File: config.mk
export PLATFORM = sky130hd
export DESIGN_NAME = stc_src_map
export DESIGN_NICKNAME = d
export VERILOG_FILES = /design/src/hw/rtl/stc_pkg.sv /design/src/hw/rtl/stc_src_map.sv
export SDC_FILE = /design/constraint.sdc
export NUM_CORES = 1
export LEC_CHECK = 0
export CAP_MARGIN = 0
export CORE_ASPECT_RATIO = 1.75
export CORE_MARGIN = 10
export CORE_UTILIZATION = 40
export DETAILED_ROUTE_END_ITERATION = 7
export DONT_BUFFER_PORTS = 1
export SLEW_MARGIN = 20
export SYNTH_ARGS = -nofsm -noshare
export SYNTH_HDL_FRONTEND = slang
export SYNTH_SLANG_ARGS = --single-unit
File: constraint.sdc
create_clock -name vclk -period 7.7
set_input_delay 0.77 -clock vclk [all_inputs]
set_output_delay 0.77 -clock vclk [all_outputs]
set_load 0.005 [all_outputs]
File: src/hw/rtl/stc_pkg.sv
// stc_pkg: constants, command and register codes and the split-row helper
// shared by the sprite tile compositor modules
// no dependencies
package stc_pkg;

  localparam int unsigned TILE_SIDE = 32;
  localparam int unsigned NPIX      = TILE_SIDE * TILE_SIDE;
  localparam int unsigned COORD_W   = $clog2(TILE_SIDE);
  localparam int unsigned PIX_W     = $clog2(NPIX);
  localparam int unsigned RGB_W     = 24;

  localparam logic [RGB_W-1:0] KEY_RGB  = 24'h476c6c;
  localparam logic [RGB_W-1:0] BAND_RGB = 24'h200000;

  // commands
  localparam logic [1:0] CMD_LOAD    = 2'd0;
  localparam logic [1:0] CMD_COMPOSE = 2'd1;
  localparam logic [1:0] CMD_READ    = 2'd2;

  // configuration register indexes
  localparam logic CFG_CORPSE = 1'b0;
  localparam logic CFG_MESH   = 1'b1;

  // mesh modes
  localparam logic [1:0] MESH_CHECKER = 2'd1;
  localparam logic [1:0] MESH_DOTS    = 2'd2;

  // split row boundaries and rows
  localparam logic [COORD_W-1:0] SPLIT_X_OUTER_LO = 5'd4;
  localparam logic [COORD_W-1:0] SPLIT_X_OUTER_HI = 5'd28;
  localparam logic [COORD_W-1:0] SPLIT_X_INNER_LO = 5'd12;
  localparam logic [COORD_W-1:0] SPLIT_X_INNER_HI = 5'd20;
  localparam logic [COORD_W-1:0] SPLIT_ROW_OUTER  = 5'd20;
  localparam logic [COORD_W-1:0] SPLIT_ROW_MID    = 5'd19;
  localparam logic [COORD_W-1:0] SPLIT_ROW_INNER  = 5'd18;
  localparam logic [COORD_W-1:0] CENTRE           = 5'd16;

  function automatic logic [COORD_W-1:0] split_row(input logic [COORD_W-1:0] x);
    logic [COORD_W-1:0] r;
    if (x < SPLIT_X_OUTER_LO || x >= SPLIT_X_OUTER_HI) r = SPLIT_ROW_OUTER;
    else if (x < SPLIT_X_INNER_LO || x >= SPLIT_X_INNER_HI) r = SPLIT_ROW_MID;
    else r = SPLIT_ROW_INNER;
    return r;
  endfunction

endpackage

File: src/hw/rtl/stc_src_map.sv
// stc_src_map: maps a destination pixel to its sprite source pixel
// depends on stc_pkg (split_row, widths)
module stc_src_map import stc_pkg::*; (
  input  logic                corpse,
  input  logic [COORD_W-1:0]  x,
  input  logic [COORD_W-1:0]  y,
  input  logic signed [5:0]   ox,
  input  logic signed [5:0]   oy,
  output logic                skip,
  output logic [PIX_W-1:0]    src
);

  logic [COORD_W-1:0] cy;
  logic signed [7:0]  yo, y1a, t, q, x1a, y1b, x1b, cye;
  logic               in_band, oob;

  always_comb begin
    cy      = split_row(x);
    in_band = (y == cy - 5'd1) || (y == cy);
    cye     = $signed({3'b000, cy});
    yo      = $signed({3'b000, y}) + $signed({{2{oy[5]}}, oy});
    y1a     = (yo <<< 1) - 8'sd16;
    t       = y1a - 8'sd16;
    // divide by four, rounding toward zero
    q       = t[7] ? ((t + 8'sd3) >>> 2) : (t >>> 2);
    x1a     = $signed({3'b000, x}) + $signed({{2{ox[5]}}, ox}) + q;
    if (y1a >= cye) begin
      y1b = y1a - 8'sd2;
      x1b = x1a - 8'sd3;
    end else begin
      y1b = y1a + 8'sd2;
      x1b = x1a + 8'sd3;
    end
    oob = (y1b[7:5] != 3'b000) || (x1b[7:5] != 3'b000);
    if (corpse) begin
      skip = in_band || oob;
      src  = {y1b[4:0], x1b[4:0]};
    end else begin
      skip = 1'b0;
      src  = {y, x};
    end
  end

endmodule

Word-level counts from Yosys, hierarchy flattened
Index checks and enable logic that the tools add are counted.

Register bits after elaboration: 0. Bits of input ports: 23. Output and inout bits: 11. Word-level logic and storage cells: 32.

Add/subtract/negate cells: 11. Order comparisons: 5. Equality and inequality tests: 2. Muxes and demuxes: 7. Reduce and logical (&&, ||, !) cells: 7.

Operator list (count): 8-bit by 3-bit adder with 8-bit output, second input constant (3); 8-bit two-way mux (3); 8-bit by 3-bit subtractor with 8-bit output, second input constant (2); 8-bit by 6-bit subtractor with 8-bit output, second input constant (2); 6-bit by 6-bit adder with 7-bit output (2); 5-bit == test (2); 5-bit >= comparator, second input constant (2); 10-bit two-way mux (1); 7-bit by 8-bit adder with 8-bit output (1); 8-bit by 6-bit >= comparator with 1-bit output (1); 3-bit nonzero test (2); 1-bit logical OR (5); 5-bit by 3-bit less-than comparator with 1-bit output, second input constant (1); 5-bit by 4-bit less-than comparator with 1-bit output, second input constant (1); 5-bit two-way mux (1); 5-bit by 1-bit subtractor with 5-bit output, second input constant (1); 1-bit two-way mux (2).

Longest topological paths before layout
Gate-level depths: netlist of the first run.

Word-level depth: 12. Depth in mapped cells: 32. Depth with buffers taken out: 32.

Worst setup path before layout of the first run
Ideal clock, no wire load.

Path type: input port to output port. Start point: input port y[0]. End point: output port skip. Arrival: 5970 ps. Data required time: 6930 ps. Path slack: 960 ps. Stages: 28. Path buffers: 0. Path through: ha_1 inv_1 fa_1 nor2b_1 o21a_1 o21a_1 nor2_1 inv_1 ha_1 nand2b_1 a221o_1 nand2_1 a21oi_4 xnor2_1 mux2_2 fa_1 ha_1 inv_1 fa_1 inv_1 ha_1 o21ai_0 nor2_1 o31ai_1 a21oi_1 xor2_1 xnor2_1 o41a_1.

Cells in the longest elaborated chain, start to end: 12. Elaborated cells on any way between the ends: 21. Those cells by class: add/sub (9); order compare (1); eq/ne (2); mux (4); reduce/logical (5).

RTL lines: start: declaration (RTL line stc_src_map.sv:6) `input logic [COORD_W-1:0] y,`; 6-bit by 6-bit adder with 7-bit output (RTL line stc_src_map.sv:21) `yo = $signed({3'b000, y}) + $signed({{2{oy[5]}}, oy});`; 8-bit by 6-bit subtractor with 8-bit output (RTL line stc_src_map.sv:22) `y1a = (yo <<< 1) - 8'sd16;`; 8-bit by 6-bit subtractor with 8-bit output (RTL line stc_src_map.sv:23) `t = y1a - 8'sd16;`; 8-bit by 3-bit adder with 8-bit output (RTL line stc_src_map.sv:25) `q = t[7] ? ((t + 8'sd3) >>> 2) : (t >>> 2);`; 8-bit two-way mux (RTL line stc_src_map.sv:25); 7-bit by 8-bit adder with 8-bit output (RTL line stc_src_map.sv:26) `x1a = $signed({3'b000, x}) + $signed({{2{ox[5]}}, ox}) + q;`; 8-bit by 3-bit adder with 8-bit output or 8-bit by 3-bit subtractor with 8-bit output (tied branches) (RTL line stc_src_map.sv:32, stc_src_map.sv:29); 8-bit two-way mux (RTL line stc_src_map.sv:27) `if (y1a >= cye) begin`; 3-bit nonzero test (RTL line stc_src_map.sv:34) `oob = (y1b[7:5] != 3'b000) || (x1b[7:5] != 3'b000);`; 1-bit logical OR (RTL line stc_src_map.sv:34); 1-bit logical OR (*) (RTL line stc_src_map.sv:36) `skip = in_band || oob;`; 1-bit two-way mux (*) (RTL line stc_src_map.sv:35) `if (corpse) begin`; end: declaration (RTL line stc_src_map.sv:9) `output logic skip,`.

Mark *: on every way between the ends. The rest lies on a longest branch, timed or not.

Worst setup path after layout of the first run
Same ends and word-level chain as after synthesis.

==> results by group, run 1 <==
Critical path
  • Crit end category: output port
  • Critical path's largest stage delay: 0.44 ns
  • Required @ worst endpoint: 6.93 ns
  • Crit Path Max Fanout: 7
  • WP data arrival: 6.38 ns
  • CP bufs+invs: 3
  • Family with the most delay on the worst path: adder cells
  • Critical Path Source Type: primary input
  • Critical path class: primary input to output port
  • Most frequent CP cell: ha_1
  • Crit path max-delay cell type: fa_1

Routing
  • DRC viols: 0
  • Routed len/inst: between 15 and 20 um
  • Vias: 1547
  • Initial DRC Count: a little over 40
  • First-pass DRT Iterations: 4
  • DRT antenna net count: 0
  • Via density: 5.545
  • Routed Wire Length: 4280 um

Power
  • Cell Pwr Density: roughly 350 nW/um^2
  • Worst VDD drop: 0.2394 mV
  • Power Total: between 600 and 700 uW
  • LEAKAGE: approximately 0.00083 uW

Synth
  • Mean Syn Cell Area: approximately 7.5 um^2
  • Synthesized area: 1718 um^2
  • Gate Count Post-Synth: 230
  • Post-synth net total: 292
  • Warnings from Yosys: 0
  • Sequential share of the synthesized area: 0%
  • Number of distinct library cells after synthesis: between 40 and 50

Place
  • Placer Congestion: 0.8628
  • Port buffer count: 0
  • Dpl cells: between 200 and 300
  • Detail Placement HPWL: approximately 3700 um
  • Worst slack, placed: between 0.4 and 0.5 ns
  • Post-DP Area: 1772 um^2

STA
  • Fin. max-slew vios: 0
  • Crit share post-route: 92.81%
  • Final worst slack: 0.5534 ns
  • Total Neg Setup Slack: 0 ns
  • Tightest Pin Transition: 0.9882 ns
  • RSZ-0062 raised after global routing: no
  • FMAX: ~140 MHz
  • Crit path time final: 7.147 ns
  • Final Hold Vio Count: 0
  • Final setup viols: 0
  • Relative slew slack: 33.76%

Cells and area
  • Layout overhead on the synthesized area: 5.463%
  • Ant. Diodes: 0
  • Post-route cell area: 1812 um^2
  • Nets: 294
  • Seq_cells: 0
  • Finished Layout Cells: roughly 280
  • Reg area: 0 um^2
  • Layout cells sized above 1: 7.826%
  • Clk_buf instances: 0

Floorplanning
  • I/O Pins: 34
  • Core area: 4150 um^2
  • Die X-Extent: roughly 70 um
  • Die ar.: around 7400 um^2
  • Starting Density: 41.39%
  • Row Count: 31
  • Die height: 106.7 um

Outcome
  • Status: finished clean

GRT
  • Vias in the first global route: around 1500
  • Overflow after GRT: 0
  • Largest net degree at the start of global routing: 17
  • Antenna violations before repair: 0
  • GRT Overall Usage: 11.00%
  • Global-route wire length before repair: 7245 um

Worst hold path
  • Min-Delay Path Class: primary input to output port

Clock tree
  • Number of hold buffers added after cts: 0

Run
  • Max Cap Viol: 0
==> cell type report <==
type / count / area [um^2]
repair buffers: 2 / 15.01
multi-input cells: 203 / 1642
fillers: 435 / 2338
well taps: 49 / 61.31
inverters: 25 / 93.84
==> final timing paths <==
| check | startpoint | end | slack, ns | cells past startpoint |
|---|---|---|---|---|
| worst max-delay path | y[0] | skip | 0.55 | 30 |
| worst min-delay path | corpse | src[5] | 1.58 | 1 |
==> cell families after synthesis <==
logic type / count (synthesis) / share of synthesized area [%]
and+or+nand+nor: 74 / 21.63
AOI/OAI and AO/OA: 61 / 23.96
adders and majority gates: 39 / 32.34
buffers and inverters: 27 / 5.900
xor gates and xnor gates: 21 / 11.14
muxes: 8 / 5.025
==> layer usage <==
layer / routed length [um] / vias up / global-route usage (%)
met3: 158 / 0 / 0.9234
met1: 1788 / 711 / 12.83
li1: - / 814 / -
met2: 2332 / 22 / 21.85
met5: 0 / - / 0
met4: 0 / 0 / 0.1445
==> synthesized netlist by cell type, types with 2 or more instances <==
cell type   n  area [um^2]
nand4_1     2        12.51
nor3_1      8        40.04
xnor2_1    17        148.9
a21o_1      8        60.06
o21a_1      5        37.54
a21boi_0    2        15.01
nand2b_1    8        50.05
nand3_1     5        25.02
nor2b_1     7        43.79
nand2_1    17        63.81
inv_1      25        93.84
a21oi_1    18        90.09
mux2i_1     3        30.03
clkbuf_1    2        7.510
o21ai_0    11        55.05
a31oi_1     2        12.51
mux2_2      5        56.30
xor2_1      3        26.28
and3_1      3        18.77
a211oi_1    3        22.52
nor2_1     17        63.81
fa_1        9        180.2
ha_1       30        375.4
==> cell usage in the layout, fill, tap and decap left out, types with 2 or more instances in the layout <==
cell,n
nand4_1,2
xor2_1,3
nand2_1,17
nand2b_1,8
a21oi_1,18
mux2i_1,3
nor2_1,17
o21a_1,5
o21ai_0,11
buf_4,2
inv_1,24
nand3_1,5
a21boi_0,2
a21o_1,8
mux2_2,5
fa_1,9
nor3_1,8
and3_1,3
nor2b_1,7
a31oi_1,2
ha_1,29
a211oi_1,3
xnor2_1,16
==> repair_timing <==
action,4_1_cts,5_1_grt
resized for setup,0,4
buffers inserted,0,2
setup endpoints to repair,0,1
==> where the power goes <==
group	internal [uW]	leakage [uW]	switching, uW	total, uW
registers	0	0	0	0
clock network	0	0	0	0
logic	289	0.000834	340	629
total	289	0.000834	340	629
==> through the flow <==
stage,util [%],hold slack [ns]
floorplan,-,1.657
global placement,42.69,1.581
detailed placement,42.69,1.580
CTS,42.69,1.581
global route,43.65,1.584
finish,43.65,1.578
Power figures use the tool's default switching activity.
==> run 2: changes to the inputs <==
--- a/config.mk
+++ b/config.mk
@@ -8,7 +8,7 @@
 export CAP_MARGIN = 0
 export CORE_ASPECT_RATIO = 1.75
 export CORE_MARGIN = 10
-export CORE_UTILIZATION = 40
+export CORE_UTILIZATION = 24
 export DETAILED_ROUTE_END_ITERATION = 7
 export DONT_BUFFER_PORTS = 1
 export SLEW_MARGIN = 20
==> run 2 against run 1 <==
Critical path depth down 1. First-iteration DRC count increased by 41%. Utilization decreased by 17 points. Cell count is 12% higher. Clock-buffer cell count unchanged. Global-route usage shrank 3.2 points. Design area up 0.69%. Wire length grew 8.1%. Via count grew 5.2%. Sequential cell count unchanged. Maximum frequency is 2.1% lower. Total power up 0.27%. Largest power group unchanged.
==> results by group, run 2 (synthesized netlist as in run 1, its figures left out) <==
Routing
  • Vias: 1627 (+5.2%)
  • First-pass DRT Iterations: 4 (unchanged)
  • Routed len/inst: 14.83 um (-3.3%)
  • DRT antenna net count: 0 (unchanged)
  • Routed Wire Length: 4628 um (+8.1%)
  • Via density: 5.215 (-6.0%)
  • Initial DRC Count: 58 (+41%)
  • DRC viols: 0 (unchanged)

Critical path
  • Critical path's largest stage delay: 0.46 ns (+0.02 ns)
  • Crit end category: output port
  • Critical path class: primary input to output port
  • Crit Path Max Fanout: 7 (unchanged)
  • Required @ worst endpoint: 6.93 ns (about the same)
  • Worst Setup SP: y[0]
  • WP data arrival: 6.53 ns (+0.15 ns)
  • Critical Path Source Type: primary input
  • Most frequent CP cell: ha_1
  • Critical path endpoint: skip
  • Crit path max-delay cell type: o41a_1

Cells and area
  • Layout overhead on the synthesized area: 6.191%
  • Ant. Diodes: 0 (unchanged)
  • Commonest non-fill, non-tap cell in the layout: ha_1
  • Clk_buf instances: 0 (unchanged)
  • Nets: 292 (-0.68%)
  • Finished Layout Cells: 312 (+12%)
  • Seq_cells: 0 (unchanged)
  • Layout cells sized above 1: 6.140% (-1.7 points)
  • Reg area: 0 um^2 (unchanged)
  • Commonest non-fill, non-tap cells in the layout: ha_1 (30), inv_1 (25)

GRT
  • Global-route wire length before repair: 7514 um (+3.7%)
  • Overflow after GRT: 0 (unchanged)
  • GRT Overall Usage: 7.765% (-3.2 points)
  • Antenna violations before repair: 0 (unchanged)
  • Largest net degree at the start of global routing: 17 (unchanged)
  • Vias in the first global route: 1607 (+4.3%)

Worst hold path
  • Min-Delay Path Class: primary input to output port
  • Hold Crit Depth: 1 (unchanged)
  • HP Start: corpse

Floorplanning
  • Row Count: 40 (+29%)
  • Die ar.: 11080 um^2 (+49%)
  • Die height: 131.9 um (+24%)
  • Core area: 6907 um^2 (+66%)
  • Starting Density: 24.87% (-17 points)
  • Die X-Extent: 83.96 um (+21%)
  • I/O Pins: 34 (unchanged)

Power
  • Power Total: 630.7 uW (+0.27%)
  • Worst VDD drop: 0.1220 mV (-49%)
  • Cell Pwr Density: 345.7 nW/um^2 (-0.41%)
  • LEAKAGE: 0.0008216 uW (-1.5%)

STA
  • Relative slew slack: 37.30% (+3.5 points)
  • FMAX: 137.0 MHz (-2.1%)
  • Crit share post-route: 94.80% (+2.0 points)
  • Final setup viols: 0 (unchanged)
  • Crit path time final: 7.299 ns (+0.1528 ns)
  • Hold Slack: 1.577 ns (-0.001100 ns)
  • Tightest Pin Transition: 0.9353 ns (-0.05286 ns)
  • Final Hold Vio Count: 0 (unchanged)
  • Total Neg Setup Slack: 0 ns (unchanged)
  • Fin. max-slew vios: 0 (unchanged)

Place
  • Port buffer count: 0 (unchanged)
  • Placer Congestion: 0.8469 (-1.8%)
  • Detail Placement HPWL: 4135 um (+12%)
  • Dpl cells: 312 (+13%)

Clock tree
  • Post-CTS Setup Inserts: 0 (unchanged)
  • Number of hold buffers added after cts: 0 (unchanged)

Outcome
  • Status: finished clean

Run
  • Max Cap Viol: 0 (unchanged)
==> run 2: layout make-up <==
type	instances	area [um^2]
tap	84	105.1
fill	757	5082
inverter	25	93.84
multi-input combinational	203	1625
==> run 2: layer usage <==
layer,up-vias,GRT usage [%],routed length (um)
met1,773,7.166,1613
li1,810,-,-
met2,36,16.45,2682
met3,8,0.9282,182
met5,-,0,0
met4,0,2.150,149
==> run 2: critical path, delay by kind of cell <==
kind            cells  cell delay (ns)
buf+inv             3             0.31
compound gates     12             2.37
mux                 1             0.39
fa+ha+maj           6             1.66
xor+xnor            2             0.42
simple gates        5             0.58
==> run 2: worst min-delay path by stage <==
stage	to	slack [ns]
final	src[5]	1.58
after global routing	src[5]	1.58
after CTS	src[5]	1.58
after detailed placement	src[5]	1.58
after global placement	src[5]	1.58
after floorplan	src[5]	1.66
==> run 2: what timing repair did <==
action / 4_1_cts / 5_1_grt
setup endpoints to repair: 0 / 1
gates resized for setup: 0 / 2
hold endpoints to repair: 0 / 0
==> run 2: through the flow <==
step	instance area, um^2	setup WS (ns)	util (%)
CTS	1815	0.3023	26.29
detailed placement	1815	0.3288	26.29
global route	1824	-0.01355	26.41
global placement	1815	0.3960	26.29
finish	1824	0.4006	26.41
floorplan	1718	0.9602	-
==> run 2: power breakdown <==
| group | switching (uW) | internal, uW | leakage [uW] |
|---|---|---|---|
| logic | 346 | 284 | 0.000822 |
| clock network | 0 | 0 | 0 |
| registers | 0 | 0 | 0 |
| total | 346 | 284 | 0.000822 |
==> run 3: changes to the inputs <==
--- a/config.mk
+++ b/config.mk
@@ -11,7 +11,7 @@
 export CORE_UTILIZATION = 24
 export DETAILED_ROUTE_END_ITERATION = 7
 export DONT_BUFFER_PORTS = 1
-export SLEW_MARGIN = 20
+export REMOVE_ABC_BUFFERS = 1
 export SYNTH_ARGS = -nofsm -noshare
 export SYNTH_HDL_FRONTEND = slang
 export SYNTH_SLANG_ARGS = --single-unit
==> run 3 against run 2 <==
Total power fell by 1.8%. Via count fell by 3.8%. Maximum frequency rose by 0.73%. Highest routed layer unchanged.
==> results by group, run 3 (synthesized netlist as in run 1, its figures left out) <==
Cells and area
  • Layout overhead on the synthesized area: 6.992%
  • Footprint of the multi-input gates: 1632 um^2 (+0.38%)
  • Reg area: 0 um^2 (unchanged)
  • Commonest non-fill, non-tap cell in the layout: ha_1
  • Commonest non-fill, non-tap cells in the layout: ha_1 (30), inv_1 (25), a21oi_1 (18)
  • Finished Layout Cells: 313 (+0.32%)
  • Nets: 293 (+0.34%)
  • Post-route cell area: 1838 um^2 (+0.75%)
  • Layout cells sized above 1: 6.550% (+0.41 points)
  • Final Util: 26.61% (+0.20 points)
  • Fillers: 749 (-1.1%)
  • Ant. Diodes: 0 (unchanged)
  • Seq_cells: 0 (unchanged)
  • Clk_buf instances: 0 (unchanged)

GRT
  • Antenna violations before repair: 0 (unchanged)
  • Largest net degree at the start of global routing: 17 (unchanged)
  • GRT Overall Usage: 8.052% (+0.29 points)
  • Global-route wire length before repair: 7734 um (+2.9%)
  • Vias in the first global route: 1577 (-1.9%)
  • Overflow after GRT: 0 (unchanged)

Power
  • Cell Pwr Density: 336.8 nW/um^2 (-2.6%)
  • Internal power consumption: 282.4 uW (-0.73%)
  • Sw Pwr: 336.7 uW (-2.8%)
  • LEAKAGE: 0.0008386 uW (+2.1%)
  • Clock Power Share: 0% (unchanged)
  • Worst VDD drop: 0.09889 mV (-19%)
  • Seq pwr share: 0% (unchanged)
  • Comb pwr share: 100.0% (about the same)
  • Sw Share: 54.38% (-0.51 points)

Routing
  • Vias: 1565 (-3.8%)
  • Via density: 5.000 (-4.1%)
  • Routed Wire Length: 4584 um (-0.95%)
  • First-pass DRT Iterations: 4 (unchanged)
  • Initial DRC Count: 68 (+17%)
  • DRC viols: 0 (unchanged)
  • DRT antenna net count: 0 (unchanged)
  • Routed len/inst: 14.65 um (-1.3%)

Floorplanning
  • Starting Density: 24.87% (unchanged)
  • Die height: 131.9 um (unchanged)
  • Core area: 6907 um^2 (unchanged)
  • Die X-Extent: 83.96 um (unchanged)
  • Row Count: 40 (unchanged)
  • Die ar.: 11080 um^2 (unchanged)
  • I/O Pins: 34 (unchanged)

Critical path
  • Crit Path Max Fanout: 7 (unchanged)
  • Family with the most delay on the worst path: adder cells
  • Critical path class: primary input to output port
  • Crit end category: output port
  • Crit path max-delay cell type: o41a_1
  • CP bufs+invs: 3 (unchanged)
  • Crit path depth: 28 (-3.4%)
  • Required @ worst endpoint: 6.93 ns (about the same)
  • Critical Path Source Type: primary input
  • WP data arrival: 6.48 ns (-0.05 ns)
  • Most frequent CP cell: ha_1
  • Critical path's largest stage delay: 0.46 ns (about the same)

STA
  • Crit share post-route: 94.11% (-0.69 points)
  • Relative slew slack: 33.89% (-3.4 points)
  • Fin. max-slew vios: 0 (unchanged)
  • FMAX: 138.0 MHz (+0.73%)
  • Final setup viols: 0 (unchanged)
  • Total Neg Setup Slack: 0 ns (unchanged)
  • Crit path time final: 7.246 ns (-0.05319 ns)
  • Tightest Pin Transition: 0.9863 ns (+0.05096 ns)
  • Final Hold Vio Count: 0 (unchanged)
  • RSZ-0062 raised after global routing: no

Clock tree
  • Number of hold buffers added after cts: 0 (unchanged)

Worst hold path
  • Hold Crit Depth: 1 (unchanged)
  • Min-Delay Path Class: primary input to output port

Place
  • Post-DP Area: 1815 um^2 (unchanged)
  • Detail Placement HPWL: 4097 um (-0.92%)
  • Port buffer count: 0 (unchanged)
  • Dpl cells: 312 (unchanged)
  • Placer Congestion: 0.8587 (+1.4%)

Outcome
  • Status: finished clean

Run
  • Max Cap Viol: 0 (unchanged)
## run 3: changes by cell type in the layout (fill, tap and decap cells not counted)
cell	previous run	this run
xnor2_2	0	2
xnor2_1	17	15
a21oi_1	17	18
buf_4	0	1
a21oi_2	1	0
o31ai_1	0	1
o31ai_2	1	0
## run 3: area by class of cell
class / count / share of cell area (%)
multi-input combinational: 203 / 88.77
timing repair buffer: 1 / 0.4084
inverter: 25 / 5.106
tap: 84 / 5.718
## run 3: worst paths after layout
kind | start | end | slack [ns]
min | corpse | src[5] | 1.58
max | y[0] | skip | 0.45
## run 3: power by group through the flow
stage | Clock, uW | Sequential [uW] | Combinational (uW)
2_1_floorplan | 0 | 0 | 506
3_5_place_dp | 0 | 0 | 613
5_1_grt | 0 | 0 | 708
3_3_place_gp | 0 | 0 | 603
6_report | 0 | 0 | 619
4_1_cts | 0 | 0 | 619
## run 3: repair_timing
item	in CTS	in global routing
endpoints found under the setup margin	0	1
gates resized for setup	0	2
buffers inserted	0	1
## run 3: metrics by stage
stage	setup slack (ns)	hold slack, ns	power (uW)
after CTS	0.2741	1.585	618.8
final	0.4538	1.583	619.0
after global placement	0.3228	1.585	602.8
after global routing	0.006607	1.584	708.4
after floorplan	0.9602	1.570	506.0
after detailed placement	0.3029	1.585	612.9
## run 3: layer usage
layer,track usage (%),routed length [um]
met1,8.662,1692
met2,15.81,2585
met3,1.052,196
met4,1.589,110
met5,0,0
